<file path="src/rtl/core/dwr_pkg.sv">
// ----------------------------------------------------------------------------
// dwr_pkg: shared types and constants for the deck draw core
// Deck size, derived widths, initial deck pattern, FSM and control types.
// ----------------------------------------------------------------------------
package dwr_pkg;

	localparam int DECK_SIZE = 64;
	localparam int ADDR_W    = (DECK_SIZE > 2) ? $clog2(DECK_SIZE) : 1;
	localparam int CNT_W     = $clog2(DECK_SIZE + 1);
	localparam int CARD_W    = 6;
	localparam int RAND_W    = 15;
	localparam int PAT_IDX_W = 6;
	localparam int STEP_W    = $clog2(RAND_W);

	typedef enum logic [4:0] {
		S_IDLE   = 5'b00001,
		S_DIV    = 5'b00010,
		S_RDPOS  = 5'b00100,
		S_RDLAST = 5'b01000,
		S_SWAP   = 5'b10000
	} state_t;

	typedef struct packed {
		logic load;
		logic clear;
		logic div_step;
		logic rd_pos;
		logic rd_last;
		logic swap;
		logic emit_exh;
	} cmd_t;

	typedef struct packed {
		logic exhausted;
		logic div_last;
	} sts_t;

	// Fixed deck order: evens 2..32, odds 1..31, evens, evens (period 64).
	function automatic logic [CARD_W-1:0] deck_init(input logic [ADDR_W-1:0] addr);
		logic [PAT_IDX_W-1:0] idx;
		logic [CARD_W-1:0]    k;
		idx = PAT_IDX_W'(addr);
		k   = CARD_W'(idx[3:0]);
		if (idx[5:4] == 2'b01)
			return CARD_W'({k[CARD_W-2:0], 1'b1});
		else
			return CARD_W'({k[CARD_W-2:0], 1'b0}) + CARD_W'(2);
	endfunction

endpackage

</file>
<file path="src/rtl/core/dwr_ram.sv">
// ----------------------------------------------------------------------------
// dwr_ram: generic single-port-write, single-port-read RAM
// One write and one registered read per cycle.
// ----------------------------------------------------------------------------
module dwr_ram #(
	parameter int WIDTH = 6,
	parameter int DEPTH = 64
) (
	input  logic                     clk,
	input  logic                     we,
	input  logic [$clog2(DEPTH)-1:0] waddr,
	input  logic [WIDTH-1:0]         wdata,
	input  logic [$clog2(DEPTH)-1:0] raddr,
	output logic [WIDTH-1:0]         rdata
);

	logic [WIDTH-1:0] mem_q [DEPTH];

	always_ff @(posedge clk) begin
		if (we)
			mem_q[waddr] <= wdata;
		rdata <= mem_q[raddr];
	end

endmodule

</file>
<file path="src/rtl/core/dwr_ctrl.sv">
// ----------------------------------------------------------------------------
// dwr_ctrl: draw sequencer
// Steps through division, two deck reads and the swap write for each item; a
// mode-0 draw on an exhausted deck only emits the exhausted result.
module dwr_ctrl (
	input  logic         clk,
	input  logic         arst_n,
	input  logic         start,
	input  logic         mode,
	input  dwr_pkg::sts_t sts,
	output dwr_pkg::cmd_t cmd,
	output logic         busy
);

	dwr_pkg::state_t state_q, state_d;
	logic            accept;

	assign accept = start && (state_q == dwr_pkg::S_IDLE);
	assign busy   = (state_q != dwr_pkg::S_IDLE);

	always_comb begin
		state_d = state_q;
		cmd     = '0;
		unique case (state_q)
			dwr_pkg::S_IDLE: begin
				if (accept) begin
					cmd.load  = 1'b1;
					cmd.clear = mode;
					if (!mode && sts.exhausted)
						cmd.emit_exh = 1'b1;
					else
						state_d = dwr_pkg::S_DIV;
				end
			end
			dwr_pkg::S_DIV: begin
				cmd.div_step = 1'b1;
				if (sts.div_last)
					state_d = dwr_pkg::S_RDPOS;
			end
			dwr_pkg::S_RDPOS: begin
				cmd.rd_pos = 1'b1;
				state_d    = dwr_pkg::S_RDLAST;
			end
			dwr_pkg::S_RDLAST: begin
				cmd.rd_last = 1'b1;
				state_d     = dwr_pkg::S_SWAP;
			end
			dwr_pkg::S_SWAP: begin
				cmd.swap = 1'b1;
				state_d  = dwr_pkg::S_IDLE;
			end
			default: state_d = dwr_pkg::S_IDLE;
		endcase
	end

	always_ff @(posedge clk or negedge arst_n) begin
		if (!arst_n)
			state_q <= dwr_pkg::S_IDLE;
		else
			state_q <= state_d;
	end

endmodule

</file>
<file path="src/rtl/core/dwr_dp.sv">
// ----------------------------------------------------------------------------
// dwr_dp: draw datapath
// Bit-serial modulo, deck RAM with per-entry valid bits, draw count, outputs.
// ----------------------------------------------------------------------------
module dwr_dp (
	input  logic                        clk,
	input  logic                        arst_n,
	input  dwr_pkg::cmd_t               cmd,
	input  logic [dwr_pkg::RAND_W-1:0]  random_value,
	output dwr_pkg::sts_t               sts,
	output logic [dwr_pkg::CARD_W-1:0]  card,
	output logic                        exhausted,
	output logic                        done
);

	logic [dwr_pkg::CNT_W-1:0]     count_q;
	logic [dwr_pkg::DECK_SIZE-1:0] valid_q;
	logic [dwr_pkg::RAND_W-1:0]    quo_q;
	logic [dwr_pkg::CNT_W-1:0]     rem_q;
	logic [dwr_pkg::STEP_W-1:0]    step_q;
	logic [dwr_pkg::CARD_W-1:0]    card_q;
	logic                          exh_q;
	logic                          done_q;

	logic [dwr_pkg::CNT_W-1:0]  left;
	logic [dwr_pkg::CNT_W:0]    trial;
	logic [dwr_pkg::CNT_W-1:0]  rem_d;
	logic [dwr_pkg::ADDR_W-1:0] pos;
	logic [dwr_pkg::ADDR_W-1:0] last;
	logic [dwr_pkg::ADDR_W-1:0] raddr;
	logic [dwr_pkg::CARD_W-1:0] rdata;
	logic [dwr_pkg::CARD_W-1:0] pos_card;
	logic [dwr_pkg::CARD_W-1:0] last_card;

	assign left  = dwr_pkg::CNT_W'(dwr_pkg::DECK_SIZE) - count_q;
	assign last  = dwr_pkg::ADDR_W'(left - dwr_pkg::CNT_W'(1));
	assign pos   = rem_q[dwr_pkg::ADDR_W-1:0];
	assign raddr = cmd.rd_pos ? pos : last;

	// restoring modulo step: one dividend bit per cycle
	always_comb begin
		trial = {rem_q, quo_q[dwr_pkg::RAND_W-1]};
		if (trial >= {1'b0, left})
			rem_d = dwr_pkg::CNT_W'(trial - {1'b0, left});
		else
			rem_d = dwr_pkg::CNT_W'(trial);
	end

	assign pos_card  = valid_q[pos]  ? rdata : dwr_pkg::deck_init(pos);
	assign last_card = valid_q[last] ? rdata : dwr_pkg::deck_init(last);

	dwr_ram #(
		.WIDTH(dwr_pkg::CARD_W),
		.DEPTH(dwr_pkg::DECK_SIZE)
	) u_deck (
		.clk  (clk),
		.we   (cmd.swap),
		.waddr(pos),
		.wdata(last_card),
		.raddr(raddr),
		.rdata(rdata)
	);

	always_ff @(posedge clk or negedge arst_n) begin
		if (!arst_n) begin
			count_q <= '0;
			valid_q <= '0;
			step_q  <= '0;
			done_q  <= 1'b0;
		end else begin
			done_q <= cmd.swap | cmd.emit_exh;
			if (cmd.clear) begin
				count_q <= '0;
				valid_q <= '0;
			end else if (cmd.swap) begin
				count_q      <= count_q + dwr_pkg::CNT_W'(1);
				valid_q[pos] <= 1'b1;
			end
			if (cmd.load)
				step_q <= '0;
			else if (cmd.div_step)
				step_q <= step_q + dwr_pkg::STEP_W'(1);
		end
	end

	always_ff @(posedge clk) begin
		if (cmd.load) begin
			quo_q <= random_value;
			rem_q <= '0;
		end else if (cmd.div_step) begin
			quo_q <= {quo_q[dwr_pkg::RAND_W-2:0], 1'b0};
			rem_q <= rem_d;
		end
		if (cmd.emit_exh) begin
			card_q <= '0;
			exh_q  <= 1'b1;
		end else if (cmd.rd_last) begin
			card_q <= pos_card;
			exh_q  <= 1'b0;
		end
	end

	assign sts.exhausted = (count_q == dwr_pkg::CNT_W'(dwr_pkg::DECK_SIZE));
	assign sts.div_last  = (step_q == dwr_pkg::STEP_W'(dwr_pkg::RAND_W - 1));

	assign card      = card_q;
	assign exhausted = exh_q;
	assign done      = done_q;

endmodule

</file>
<file path="src/rtl/core/deck_draw_without_replacement_core.sv">
// ----------------------------------------------------------------------------
// deck_draw_without_replacement_core: random draw without replacement
// Deals deck entries at random, one per transfer, restoring the deck on mode 1.
// ----------------------------------------------------------------------------
// A draw runs the bit-serial modulo and then the RAM read, read, write
// sequence; busy is high throughout, and the next draw is accepted only
// once busy has fallen and the result is strobed.
// A mode-0 draw on an exhausted deck shows done the next cycle and leaves busy low.
// Results are strobed for one cycle and cannot be stalled.
// Reset (arst_n low) restores the full deck order and clears the drawn count.
module deck_draw_without_replacement_core (
	input  logic                        clk,
	input  logic                        arst_n,
	input  logic                        start,
	output logic                        busy,
	input  logic                        mode,
	input  logic [dwr_pkg::RAND_W-1:0]  random_value,
	output logic                        done,
	output logic [dwr_pkg::CARD_W-1:0]  card,
	output logic                        exhausted
);

	dwr_pkg::cmd_t cmd;
	dwr_pkg::sts_t sts;

	dwr_ctrl u_ctrl (
		.clk   (clk),
		.arst_n(arst_n),
		.start (start),
		.mode  (mode),
		.sts   (sts),
		.cmd   (cmd),
		.busy  (busy)
	);

	dwr_dp u_dp (
		.clk         (clk),
		.arst_n      (arst_n),
		.cmd         (cmd),
		.random_value(random_value),
		.sts         (sts),
		.card        (card),
		.exhausted   (exhausted),
		.done        (done)
	);

`ifndef SYNTH
	a_accept_progress: assert property (@(posedge clk) disable iff (!arst_n)
		start && !busy |=> busy || done)
		else $error("accepted transfer neither started nor completed");

	a_busy_end_done: assert property (@(posedge clk) disable iff (!arst_n)
		$fell(busy) |-> done)
		else $error("draw finished without a result strobe");

	a_exh_card_zero: assert property (@(posedge clk) disable iff (!arst_n)
		done && exhausted |-> card == '0)
		else $error("exhausted result with nonzero card");
`endif

endmodule

</file>
<file path="config.mk">
export PLATFORM = sky130hd
export DESIGN_NAME = deck_draw_without_replacement_core
export DESIGN_NICKNAME = d
export VERILOG_FILES = /design/src/rtl/core/dwr_pkg.sv /design/src/rtl/core/dwr_ram.sv /design/src/rtl/core/dwr_ctrl.sv /design/src/rtl/core/dwr_dp.sv /design/src/rtl/core/deck_draw_without_replacement_core.sv
export SDC_FILE = /design/constraint.sdc
export NUM_CORES = 1
export LEC_CHECK = 0
export BUFFER_PORTS_ARGS = -buffer_cell sky130_fd_sc_hd__clkbuf_2
export CAP_MARGIN = 20
export CORE_MARGIN = 2
export CORE_UTILIZATION = 67
export CTS_CLUSTER_SIZE = 14
export DETAILED_ROUTE_END_ITERATION = 16
export HOLD_SLACK_MARGIN = 0.15
export PLACE_DENSITY = 0.84
export SLEW_MARGIN = 20
export SYNTH_ARGS = -nofsm -noshare
export SYNTH_HDL_FRONTEND = slang
export SYNTH_SLANG_ARGS = --single-unit
export TNS_END_PERCENT = 50
</file>
<file path="constraint.sdc">
create_clock -name clk -period 8.1 [get_ports clk]
set_input_delay 0.81 -clock clk [delete_from_list [all_inputs] [get_ports clk]]
set_output_delay 0.81 -clock clk [all_outputs]
set_load 0.05 [all_outputs]
</file>
Word-level counts from Yosys, hierarchy flattened:

Memories as Yosys holds them, arrays and structs flattened. A register that Yosys moved wholly into a read port is not among the register bits.
Index checks and enable logic that the tools add are counted.

* multiplexer cells: 35
* reductions and logical operators: 7
* equal/unequal tests: 13
* add/subtract/negate cells: 7
* bitwise logic cells: 2
* order comparisons: 4

Operator list (count)
* 64-bit 2-to-1 mux: 2
* 64-bit bitwise OR: 1
* 15-bit 2-to-1 mux: 2
* 6-bit 2-to-1 mux: 5
* 7-bit 2-to-1 mux: 3
* 5-bit one-hot mux with 4 select lines: 1
* 5-bit 2-to-1 mux: 3
* 6-bit by 7-bit < comparator with 1-bit output, second input constant: 2
* 5-bit by 2-bit adder with 6-bit output, second input constant: 2
* 1-bit binary-select mux with 6-bit select: 2
* 1-bit 2-to-1 mux: 12
* 8-bit by 7-bit greater-or-equal comparator with 1-bit output: 1
* 4-bit 2-to-1 mux: 2
* 7-bit by 1-bit adder with 7-bit output, second input constant: 1
* 7-bit == test, second input constant: 1
* 7-bit subtractor: 1
* 7-bit subtractor, first input constant: 1
* 1-bit demux with 6-bit select: 1
* 6-bit by 1-bit greater-or-equal comparator with 1-bit output, second input constant: 1
* 6-bit by 1-bit subtractor with 6-bit output, second input constant: 1
* 5-bit by 1-bit == test with 1-bit output, second input constant: 1
* 5-bit by 2-bit == test with 1-bit output, second input constant: 1
* 5-bit by 3-bit == test with 1-bit output, second input constant: 1
* 5-bit by 4-bit == test with 1-bit output, second input constant: 1
* other kinds (13): 19

* input port bits: 19
* output and inout bits: 9
* bits in registers: 110
* memory bits (writable): 384
* word-level logic and storage cells: 78
* memories kept: 1

Memories
* u_dp.u_deck.mem_q: words 64, bits a word 6, read ports 1, clocked after Yosys merged registers in 1, wr ports 1, line dwr_ram.sv:17 `logic [WIDTH-1:0] mem_q [DEPTH];`

Depth between registers and ports, before layout:

Gate-level depths: netlist of run 1.

* depth after elaboration: 7
* depth in mapped cells: 16
* depth with buffers taken out: 12

By module:

From an unflattened synthesis of run 1, not the netlist that was laid out.

* cell total of the unflattened synthesis: 1375
* area, all modules: 21809.7 µm²

Modules (own cells, without submodules)
* dwr_ram: cells each 720, area each 15225.9 µm², times used 1, sequential area each 11651.2 µm²
* dwr_dp: cells each 624, area each 6266.0 µm², times used 1, sequential area each 2632.5 µm²
* dwr_ctrl: cells each 31, area each 317.8 µm², times used 1, sequential area each 126.4 µm²

Least setup slack after synthesis of run 1:

No wires, ideal clock.

* kind: flip-flop to flip-flop
* from: reg u_dp.count_q[1] (netlist name)
* to: mem u_dp.u_deck.mem_q[0][5] (data pin)
* cell stages (with the launch flop): 11
* slack: 2.599 ns
* buffers on the path: 3
* arrival: 4.799 ns
* data required time: 7.398 ns
* setup time: 0.702 ns
* path through: dfrtp_1 buf_6 inv_1 ha_1 clkbuf_1 buf_1 mux4_2 mux4_2 o2bb2ai_1 a21oi_2 o21ai_0

* cells in the longest elaborated chain, start to end: 5
* elaborated cells between the ends (all ways): 8

RTL lines
* start, declared: line dwr_dp.sv:16 `logic [dwr_pkg::CNT_W-1:0] count_q;`
* start signal, assigned: line dwr_dp.sv:76 `count_q <= count_q + dwr_pkg::CNT_W'(1);`
* 7-bit subtractor *: line dwr_dp.sv:35 `assign left = dwr_pkg::CNT_W'(dwr_pkg::DECK_SIZE) - count_q;`
* 6-bit by 1-bit subtractor with 6-bit output *: line dwr_dp.sv:36 `assign last = dwr_pkg::ADDR_W'(left - dwr_pkg::CNT_W'(1));`
* 1-bit binary-select mux with 6-bit select, or another cell as far along: line dwr_dp.sv:50 `assign last_card = valid_q[last] ? rdata : dwr_pkg::deck_init(last);`
* 1-bit 2-to-1 mux (not written as such) / 6-bit 2-to-1 mux (equally long branches): line dwr_dp.sv:50, dwr_pkg.sv:44
* 6-bit 2-to-1 mux *: line dwr_dp.sv:50
* net u_dp.last_card, one bit: line dwr_dp.sv:33 `logic [dwr_pkg::CARD_W-1:0] last_card;`
* end, declared: line dwr_ram.sv:17

Mark *: on every way through the listed nets, which the timed path passes. The rest lies on a longest branch. The select of a mux whose other input is x is not followed.

Worst setup path after layout of run 1:

* from: reg u_dp.count_q[0] (netlist name)
* to: mem u_dp.u_deck.mem_q[51][4] (data pin)

Same word-level chain as after synthesis.

==> run summary, run 1 <==
Die Y-Extent - 186 µm
clock tree from TritonCTS - done
detailed-route vias per instance - 6.87
switching pwr - 1720 µW
H-tree lvl count - 2
clock latency reported for the late side of the worst-skew pair - 0.58 ns
result of the run - finished, final reports clean
worst voltage drop across the vdd grid - 0.000315 V
worst-path cell chain - inv_1, ha_1, nor4bb_1, a21oi_1, a21oi_1, xnor2_1, mux4_2, o2bb2ai_1, a21oi_2, mux2_2
kind of critical path - flip-flop to flip-flop
internal power contribution - 4540 µW
required time of the worst setup path - 8.31 ns
Layout area overhead - 8.86%
Top delay family on crit path - multiplexers
number of distinct library cells after synthesis - 84
clock-pin slew on the worst setup and hold paths - 0.06 ns
met1 Use GR - 46.6%
number of instances resized during post-cts repair - 0
met3 layer usage reported by global route - 7.85%
I/O pin total - 28
antenna violations before repair - 2
GR Util met2 - 51.8%
final setup skew - 0.0182 ns
critical path depth in cells - 10
Remaining Overflow, GRT - 0
most prevalent standard cell on the critical path - sky130_fd_sc_hd__a21oi_1
clock buffer count from CTS - 48
proportion of synthesized chip area in sequential cells - 65.0%
Final Hold Vio Count - 0
fraction of final layout cells with drive strength greater than 1 - 11.9%
Synth Warn # - 0
Synth area leader - sky130_fd_sc_hd__edfxtp_1
maximum buffer depth of the clock tree - 3
residual antenna-violating net count after detailed routing - 0
Starting Density - 68.2%
flops & latches, synth - 500
Max Cap Viol - 0
DR pass1 iterations - 7
power per cell area - 259 nW/µm²
Mapped Area - 22,200 µm²
post-detail-place hpwl - 34,000 µm
count of buffers added by post-CTS timing repair for setup - 0
slew of the pin with the lowest slew margin - 1.17 ns
cell at the root of the clock tree - sky130_fd_sc_hd__clkbuf_16
minimum clock period after layout - 5.51 ns
top_reg_cell synth - sky130_fd_sc_hd__edfxtp_1
fraction of registers with async set/reset - 16.2%
Port Buf Inserts - 27
slowest CP cell - sky130_fd_sc_hd__ha_1
net count of the mapped netlist - 1,739
sum of buffers and inverters on the critical path - 1
normalized max-slew margin - 22.0%
cts hold-fix bufs - 0
DRT iter0 DRCs - 2,360
sw frac - 27.4%
crit-path max FO - 64
post-DR wirelength/cell - 25.9 µm
share of the clock period used by the worst path - 68.1%
top post-synthesis cells by area - sky130_fd_sc_hd__edfxtp_1 54%, sky130_fd_sc_hd__dfrtp_1 9.0%, sky130_fd_sc_hd__nand2_1 4.3%
number of enable-type register cells in the synthesized netlist - 399
Static Leakage - 0.00876 µW
Total Die Area - 34,600 µm²
Clock power frac - 35.6%
GRT Util Overall - 33.5%
kind of end point of the critical path - flip-flop
CTS Sinks - 500
synthesized area divided by synthesized cell count - 13.0 µm²
arrival time at the worst endpoint - 5.72 ns
delay of the slowest cell on the worst path - 0.96 ns
number of pins with negative max-slew slack in the final report - 0
Fmax - 181 MHz
sequential cell fraction of total power - 49.6%
number of setup violations in the final report - 0
first-pass GRT wire length - 84,800 µm
maximum number of pins on one net before global-route repair - 108
total number of vias - 15,000
CP Launch Type - flip-flop
most common cell after layout, fill and taps aside - sky130_fd_sc_hd__edfxtp_1
worst reg2reg path depth - 10
number of cells produced by synthesis - 1,708
proportion of power drawn by combinational gates - 14.8%
placeable core region - 32,500 µm²
DIE WIDTH - 186 µm
area share of the largest cell type after synthesis - 54.0%
final sum of negative setup slack - 0 ns
hold crit path type - input pin to asynchronous set/reset pin
final RePlAce weighted congestion - 0.939
layer with the highest usage - met2
num rows - 66
Fin Hold WS - 0.289 ns
DRC viols - 0
most used cells in the layout excluding fill and tap cells - 399 x sky130_fd_sc_hd__edfxtp_1, 253 x sky130_fd_sc_hd__nand2_1, 217 x sky130_fd_sc_hd__nor2_1
total length of routed wires - 56,300 µm
net total in the final layout - 1,726
unrepaired setup endpoints after global routing - no
vias in the first global route - 14,400
power by group through the flow:
stage | clock (µW) | combinational, µW | sequential, µW
floorplan | 0 | 610 | 3160
global placement | 0 | 865 | 3150
detailed placement | 0 | 896 | 3150
CTS | 2220 | 905 | 3100
global route | 2320 | 993 | 3110
finish | 2230 | 927 | 3100
area by class of cell:
cell class | count | area (µm²)
Antenna cell | 1 | 2.50
Clock inverter | 23 | 191
Fill cell | 1953 | 8390
Clock buffer | 65 | 1390
Sequential cell | 500 | 14400
Inverter | 17 | 63.8
Multi-Input combinational cell | 1080 | 7230
Tap cell | 442 | 553
Timing Repair Buffer | 48 | 303
stage by stage:
step	util (%)	setup WS [ns]	area (µm²)	total power (µW)	std cells
6_report	74.2	2.59	24100	6260	2176
5_1_grt	74.2	2.21	24100	6420	2175
4_1_cts	74.1	2.65	24100	6230	2175
3_5_place_dp	69.3	2.68	22500	4050	2087
3_3_place_gp	69.2	2.93	22500	4010	2086
2_1_floorplan	-	2.60	22200	3770	1708
cells in the mapped netlist, types with 7 or more instances:
master,number
sky130_fd_sc_hd__a211oi_1,23
sky130_fd_sc_hd__a21boi_0,46
sky130_fd_sc_hd__a21oi_1,20
sky130_fd_sc_hd__a311o_1,17
sky130_fd_sc_hd__a311oi_1,20
sky130_fd_sc_hd__and3_1,24
sky130_fd_sc_hd__buf_1,8
sky130_fd_sc_hd__buf_2,29
sky130_fd_sc_hd__clkbuf_1,61
sky130_fd_sc_hd__dfrtp_1,80
sky130_fd_sc_hd__dfxtp_1,20
sky130_fd_sc_hd__edfxtp_1,399
sky130_fd_sc_hd__ha_1,11
sky130_fd_sc_hd__inv_1,14
sky130_fd_sc_hd__mux2_2,8
sky130_fd_sc_hd__mux2i_1,32
sky130_fd_sc_hd__mux4_1,13
sky130_fd_sc_hd__mux4_2,42
sky130_fd_sc_hd__nand2_1,254
sky130_fd_sc_hd__nand3_1,114
sky130_fd_sc_hd__nand3b_1,8
sky130_fd_sc_hd__nand4_1,9
sky130_fd_sc_hd__nor2_1,220
sky130_fd_sc_hd__nor3_1,10
sky130_fd_sc_hd__nor3b_1,10
sky130_fd_sc_hd__nor4_1,11
sky130_fd_sc_hd__o2111ai_1,7
sky130_fd_sc_hd__o21a_1,11
sky130_fd_sc_hd__o21ai_0,18
sky130_fd_sc_hd__o32ai_1,16
sky130_fd_sc_hd__xnor2_1,19
sky130_fd_sc_hd__xor2_1,10
final timing paths:
path	from	end	slack, ns
worst max-delay path	u_dp.count_q[0]$_DFFE_PN0P_	u_dp.u_deck.mem_q[51][4]$_DFFE_PP_	2.59
worst min-delay path	arst_n	u_dp.valid_q[19]$_DFFE_PN0P_	0.29
worst max register to register	u_dp.count_q[0]$_DFFE_PN0P_	u_dp.u_deck.mem_q[51][4]$_DFFE_PP_	2.59
worst min register to register	u_dp.exhausted$_SDFFE_PP1N_	u_dp.exhausted$_SDFFE_PP1N_	0.45
max in group asynchronous	arst_n	u_dp.count_q[0]$_DFFE_PN0P_	7.27
min in group clk	u_dp.exhausted$_SDFFE_PP1N_	u_dp.exhausted$_SDFFE_PP1N_	0.45
routing by layer:
| metal | share of wire, % | vias to the layer above |
|---|---|---|
| met4 | 4.2 | 0 |
| met5 | 0 | - |
| li1 | - | 6381 |
| met3 | 13 | 181 |
| met1 | 36 | 7304 |
| met2 | 47 | 1090 |
cell families after synthesis:
group | share of synthesized area (%)
buf+inv | 2.85
mux | 7.65
flops | 65.0
xor+xnor | 1.14
compound gates | 8.20
fa+ha+maj | 0.846
simple gates | 14.3
state kept, by name, summed over array words and instances, names as in the netlist:
name	count
u_dp.u_deck.mem_q	384
u_dp.valid_q	64
u_dp.quo_q	15
u_dp.count_q	7
u_dp.rem_q	7
u_dp.card	6
u_dp.u_deck.rdata	6
u_ctrl.state_q	5
u_dp.step_q	4
u_dp.done	1
u_dp.exhausted	1
Note: power is estimated with default switching activity, not from simulation.
==> run 2: changes to the inputs <==
- ABC_AREA: unset -> 1
- CORE_UTILIZATION: 67 -> 63
- PLACE_DENSITY: 0.84 -> 0.8
- clock period: 8.1 -> 5.7 ns (I/O delays scaled with it)
==> run 2 against run 1 <==
Worst setup slack worse by 1.6 ns. Sequential share of layout area is 3.4 points lower. Synthesized cell count is 51% higher. Total power grew to 2.8 times the previous value. Cell count is 41% higher. Critical path type unchanged. Critical endpoint is now u_dp.u_deck.mem_q[62][3]$_DFFE_PP_. Largest cell class unchanged. Highest routed layer unchanged.
==> run summary, run 2 <==
share of the synthesized area in compound gates (AO/OA/AOI/OAI) - 4.50% (-3.7 points)
Hold Startpoint - random_value[3]
residual antenna-violating net count after detailed routing - 0 (unchanged)
minimum clock period after layout - 4.67 ns (-0.847 ns)
final sum of negative setup slack - 0 ns (unchanged)
placed insts - 2,975 (+43%)
smallest setup slack after layout - 1.03 ns (-1.55 ns)
fillers - 2,642 (+35%)
Fmax - 214 MHz (+18%)
kind of critical path - flip-flop to flip-flop
unrepaired setup endpoints after global routing - no
DRT iter0 DRCs - 2,076 (-12%)
post-DR wirelength/cell - 20.0 µm (-23%)
number of enable-type register cells in the synthesized netlist - 399 (unchanged)
DR pass1 iterations - 7 (unchanged)
Setup Slack @ Placement - 1.16 ns (-1.52 ns)
clock buffer count from CTS - 50 (+4.2%)
number of cells produced by synthesis - 2,574 (+51%)
CTS Sinks - 500 (unchanged)
required time of the worst setup path - 6.01 ns (-2.30 ns)
share of the clock period used by the worst path - 81.9% (+14 points)
H-tree lvl count - 2 (unchanged)
I/O pin total - 28 (unchanged)
top_reg_cell synth - sky130_fd_sc_hd__edfxtp_1
num rows - 70 (+6.1%)
area share of fa/ha/maj cells after synthesis - 0.667% (-0.18 points)
Final Hold Vio Count - 0 (unchanged)
placeable core region - 36,800 µm² (+13%)
fraction of registers with async set/reset - 16.2% (unchanged)
slew of the pin with the lowest slew margin - 1.22 ns (+0.0533 ns)
clock-pin slew on the worst setup and hold paths - 0.06 ns (about the same)
CP Launch Type - flip-flop
clock tree from TritonCTS - done
largest register by flop count - u_dp.u_deck.mem_q
crit-path max FO - 39 (-39%)
Starting Density - 64.3% (-3.9 points)
maximum buffer depth of the clock tree - 3 (unchanged)
DIE WIDTH - 198 µm (+6.3%)
Max Cap Viol - 0 (unchanged)
top cell types by occurrence after synthesis - 720 x sky130_fd_sc_hd__nand2_1, 453 x sky130_fd_sc_hd__inv_1, 415 x sky130_fd_sc_hd__nand3_1
antenna violations before repair - 1 (-1)
number of instances resized during post-cts repair - 0 (unchanged)
GRT Util Overall - 32.2% (-1.3 points)
Die Y-Extent - 198 µm (+6.3%)
DRC viols - 0 (unchanged)
number of distinct library cells after synthesis - 45 (-46%)
power per cell area - 680 nW/µm² (+160%)
Inserted Diodes - 0 (-1)
net total in the final layout - 2,591 (+50%)
Total Die Area - 39,100 µm² (+13%)
first-pass GRT wire length - 95,100 µm (+12%)
clock latency reported for the late side of the worst-skew pair - 0.59 ns (about the same)
share of cell area taken by muxes after synthesis - 0% (-7.7 points)
vias in the first global route - 17,400 (+21%)
capture point of the worst reg-to-reg path - u_dp.u_deck.mem_q[62][3]$_DFFE_PP_
arrival time at the worst endpoint - 4.97 ns (-0.75 ns)
most used cells in the layout excluding fill and tap cells - 712 x sky130_fd_sc_hd__nand2_1, 453 x sky130_fd_sc_hd__inv_1, 415 x sky130_fd_sc_hd__nand3_1
result of the run - finished, final reports clean
number of cells in the finished layout apart from fillers - 3,070 (+41%)
number of pins with negative max-slew slack in the final report - 0 (unchanged)
most common cell after layout, fill and taps aside - sky130_fd_sc_hd__nand2_1
detailed-route vias per instance - 5.85 (-15%)
post-detail-place hpwl - 38,400 µm (+13%)
Synth area leader - sky130_fd_sc_hd__edfxtp_1
worst voltage drop across the vdd grid - 0.00152 V (+380%)
Port Buf Inserts - 27 (unchanged)
hold crit path type - input pin to flip-flop
Mapped Area - 23,600 µm² (+6.6%)
largest registers - u_dp.u_deck.mem_q x384, u_dp.valid_q x64, u_dp.quo_q x15
total number of vias - 18,000 (+20%)
most used standard cell by instance count after synthesis - sky130_fd_sc_hd__nand2_1
area share of the largest cell type after synthesis - 50.7% (-3.3 points)
final setup skew - 0.0324 ns (+0.0141 ns)
Remaining Overflow, GRT - 0 (unchanged)
net count of the mapped netlist - 2,605 (+50%)
maximum number of pins on one net before global-route repair - 97 (-10%)
Static Leakage - 0.0114 µW (+30%)
launching point of the worst reg2reg path - u_dp.count_q[0]$_DFFE_PN0P_
synthesized area divided by synthesized cell count - 9.18 µm² (-29%)
kind of end point of the critical path - flip-flop
capture endpoint of the worst hold path - u_dp.quo_q[3]$_DFFE_PP_
post-synthesis simple-gate area fraction - 23.3% (+8.9 points)
Layout area overhead - 8.36%
slack of the worst reg-to-reg path - 1.03 ns (-1.55 ns)
depth of the worst hold-timing path - 3
flops & latches, synth - 500 (unchanged)
total length of routed wires - 61,400 µm (+9.0%)
worst reg2reg path depth - 15 (+5)
flip-flop count of the largest register, all copies and words added - 384 (unchanged)
Post-Synth XOR/XNOR Area - 0.561% (-0.58 points)
Synth Warn # - 0 (unchanged)
top post-synthesis cells by area - sky130_fd_sc_hd__edfxtp_1 51%, sky130_fd_sc_hd__nand2_1 11%, sky130_fd_sc_hd__nand3_1 8.8%
fraction of final layout cells with drive strength greater than 1 - 6.23% (-5.7 points)
cell at the root of the clock tree - sky130_fd_sc_hd__clkbuf_16
combinational family with the most area after synthesis - simple AND/OR/NAND/NOR gates
number of setup violations in the final report - 0 (unchanged)
final RePlAce weighted congestion - 1.00 (+6.9%)
proportion of synthesized chip area in sequential cells - 61.0% (-4.0 points)
normalized max-slew margin - 18.8% (-3.3 points)
-- run 2: worst max path at each step --
stage | start | end | slack [ns] | cells past startpoint
2_1_floorplan | u_dp.count_q[0]$_DFFE_PN0P_ | u_dp.u_deck.mem_q[0][0]$_DFFE_PP_ | 2.33 | 19
3_3_place_gp | u_dp.count_q[0]$_DFFE_PN0P_ | u_dp.u_deck.mem_q[27][4]$_DFFE_PP_ | 1.40 | 17
3_5_place_dp | u_dp.count_q[0]$_DFFE_PN0P_ | u_dp.u_deck.mem_q[12][0]$_DFFE_PP_ | 1.16 | 15
4_1_cts | u_dp.count_q[0]$_DFFE_PN0P_ | u_dp.u_deck.mem_q[46][0]$_DFFE_PP_ | 1.14 | 15
5_1_grt | u_dp.count_q[0]$_DFFE_PN0P_ | u_dp.u_deck.mem_q[40][0]$_DFFE_PP_ | 0.67 | 15
6_report | u_dp.count_q[0]$_DFFE_PN0P_ | u_dp.u_deck.mem_q[62][3]$_DFFE_PP_ | 1.03 | 15
-- run 2: per-layer routing --
metal	wire [µm]	vias up	GRT usage, %
met3	6480	213	6.49
li1	-	8256	-
met1	23300	8405	42.6
met2	28900	1081	51.5
met5	0	-	0
met4	2780	0	15.1
-- run 2: through the flow --
stage / hold slack (ns) / area [µm²] / util, % / total power, µW
after CTS: 0.205 / 25600 / 69.6 / 17100
after global placement: 0.441 / 24000 / 65.3 / 13700
after floorplan: 0.274 / 23600 / - / 11200
final: 0.277 / 25600 / 69.6 / 17400
after detailed placement: 0.456 / 24000 / 65.3 / 14000
after global routing: 0.290 / 25600 / 69.6 / 18100
-- run 2: cell type report --
cell class                 instances  area (µm²)  area share (%)
clock inverter                    23         209           0.816
clock buffer                      71        1370            5.35
sequential                       500       14400            56.3
multi-input combinational       1488        6910            27.0
inverter                         470        1770            6.89
timing repair buffer              50         367            1.43
tap                              468         586            2.29
-- run 2: logic make-up after synthesis --
family | Yosys count
xor+xnor | 13
simple gates | 1289
compound gates | 174
fa+ha+maj | 12
buf+inv | 586
flops | 500
-- run 2: worst max-delay path, cell delays in order, from the launching register on --
cell and delay [ns]:
sky130_fd_sc_hd__dfrtp_1 0.57, sky130_fd_sc_hd__inv_2 0.27, sky130_fd_sc_hd__ha_1 0.51, sky130_fd_sc_hd__inv_1 0.45, sky130_fd_sc_hd__nand2_1 0.42, sky130_fd_sc_hd__nand2_1 0.34
sky130_fd_sc_hd__nor2_1 0.08, sky130_fd_sc_hd__o21ai_0 0.16, sky130_fd_sc_hd__nand3_1 0.10, sky130_fd_sc_hd__nand3_1 0.10, sky130_fd_sc_hd__nand2_1 0.07, sky130_fd_sc_hd__nand2_2 0.12
sky130_fd_sc_hd__nand2_2 0.11, sky130_fd_sc_hd__nand2_1 0.10, sky130_fd_sc_hd__nand2_2 0.56, sky130_fd_sc_hd__buf_4 0.43
-- run 2: power by group --
part           leakage (µW)  internal, µW  switching, µW
Combinational       0.00572          1400           5780
Sequential          0.00493          6910            132
Clock              0.000768          1820           1380
-- run 2: timing repair --
action / CTS / global route
hold buffers: 0 / 1
buffers inserted: 0 / 0
hold endpoints to repair: 0 / 80
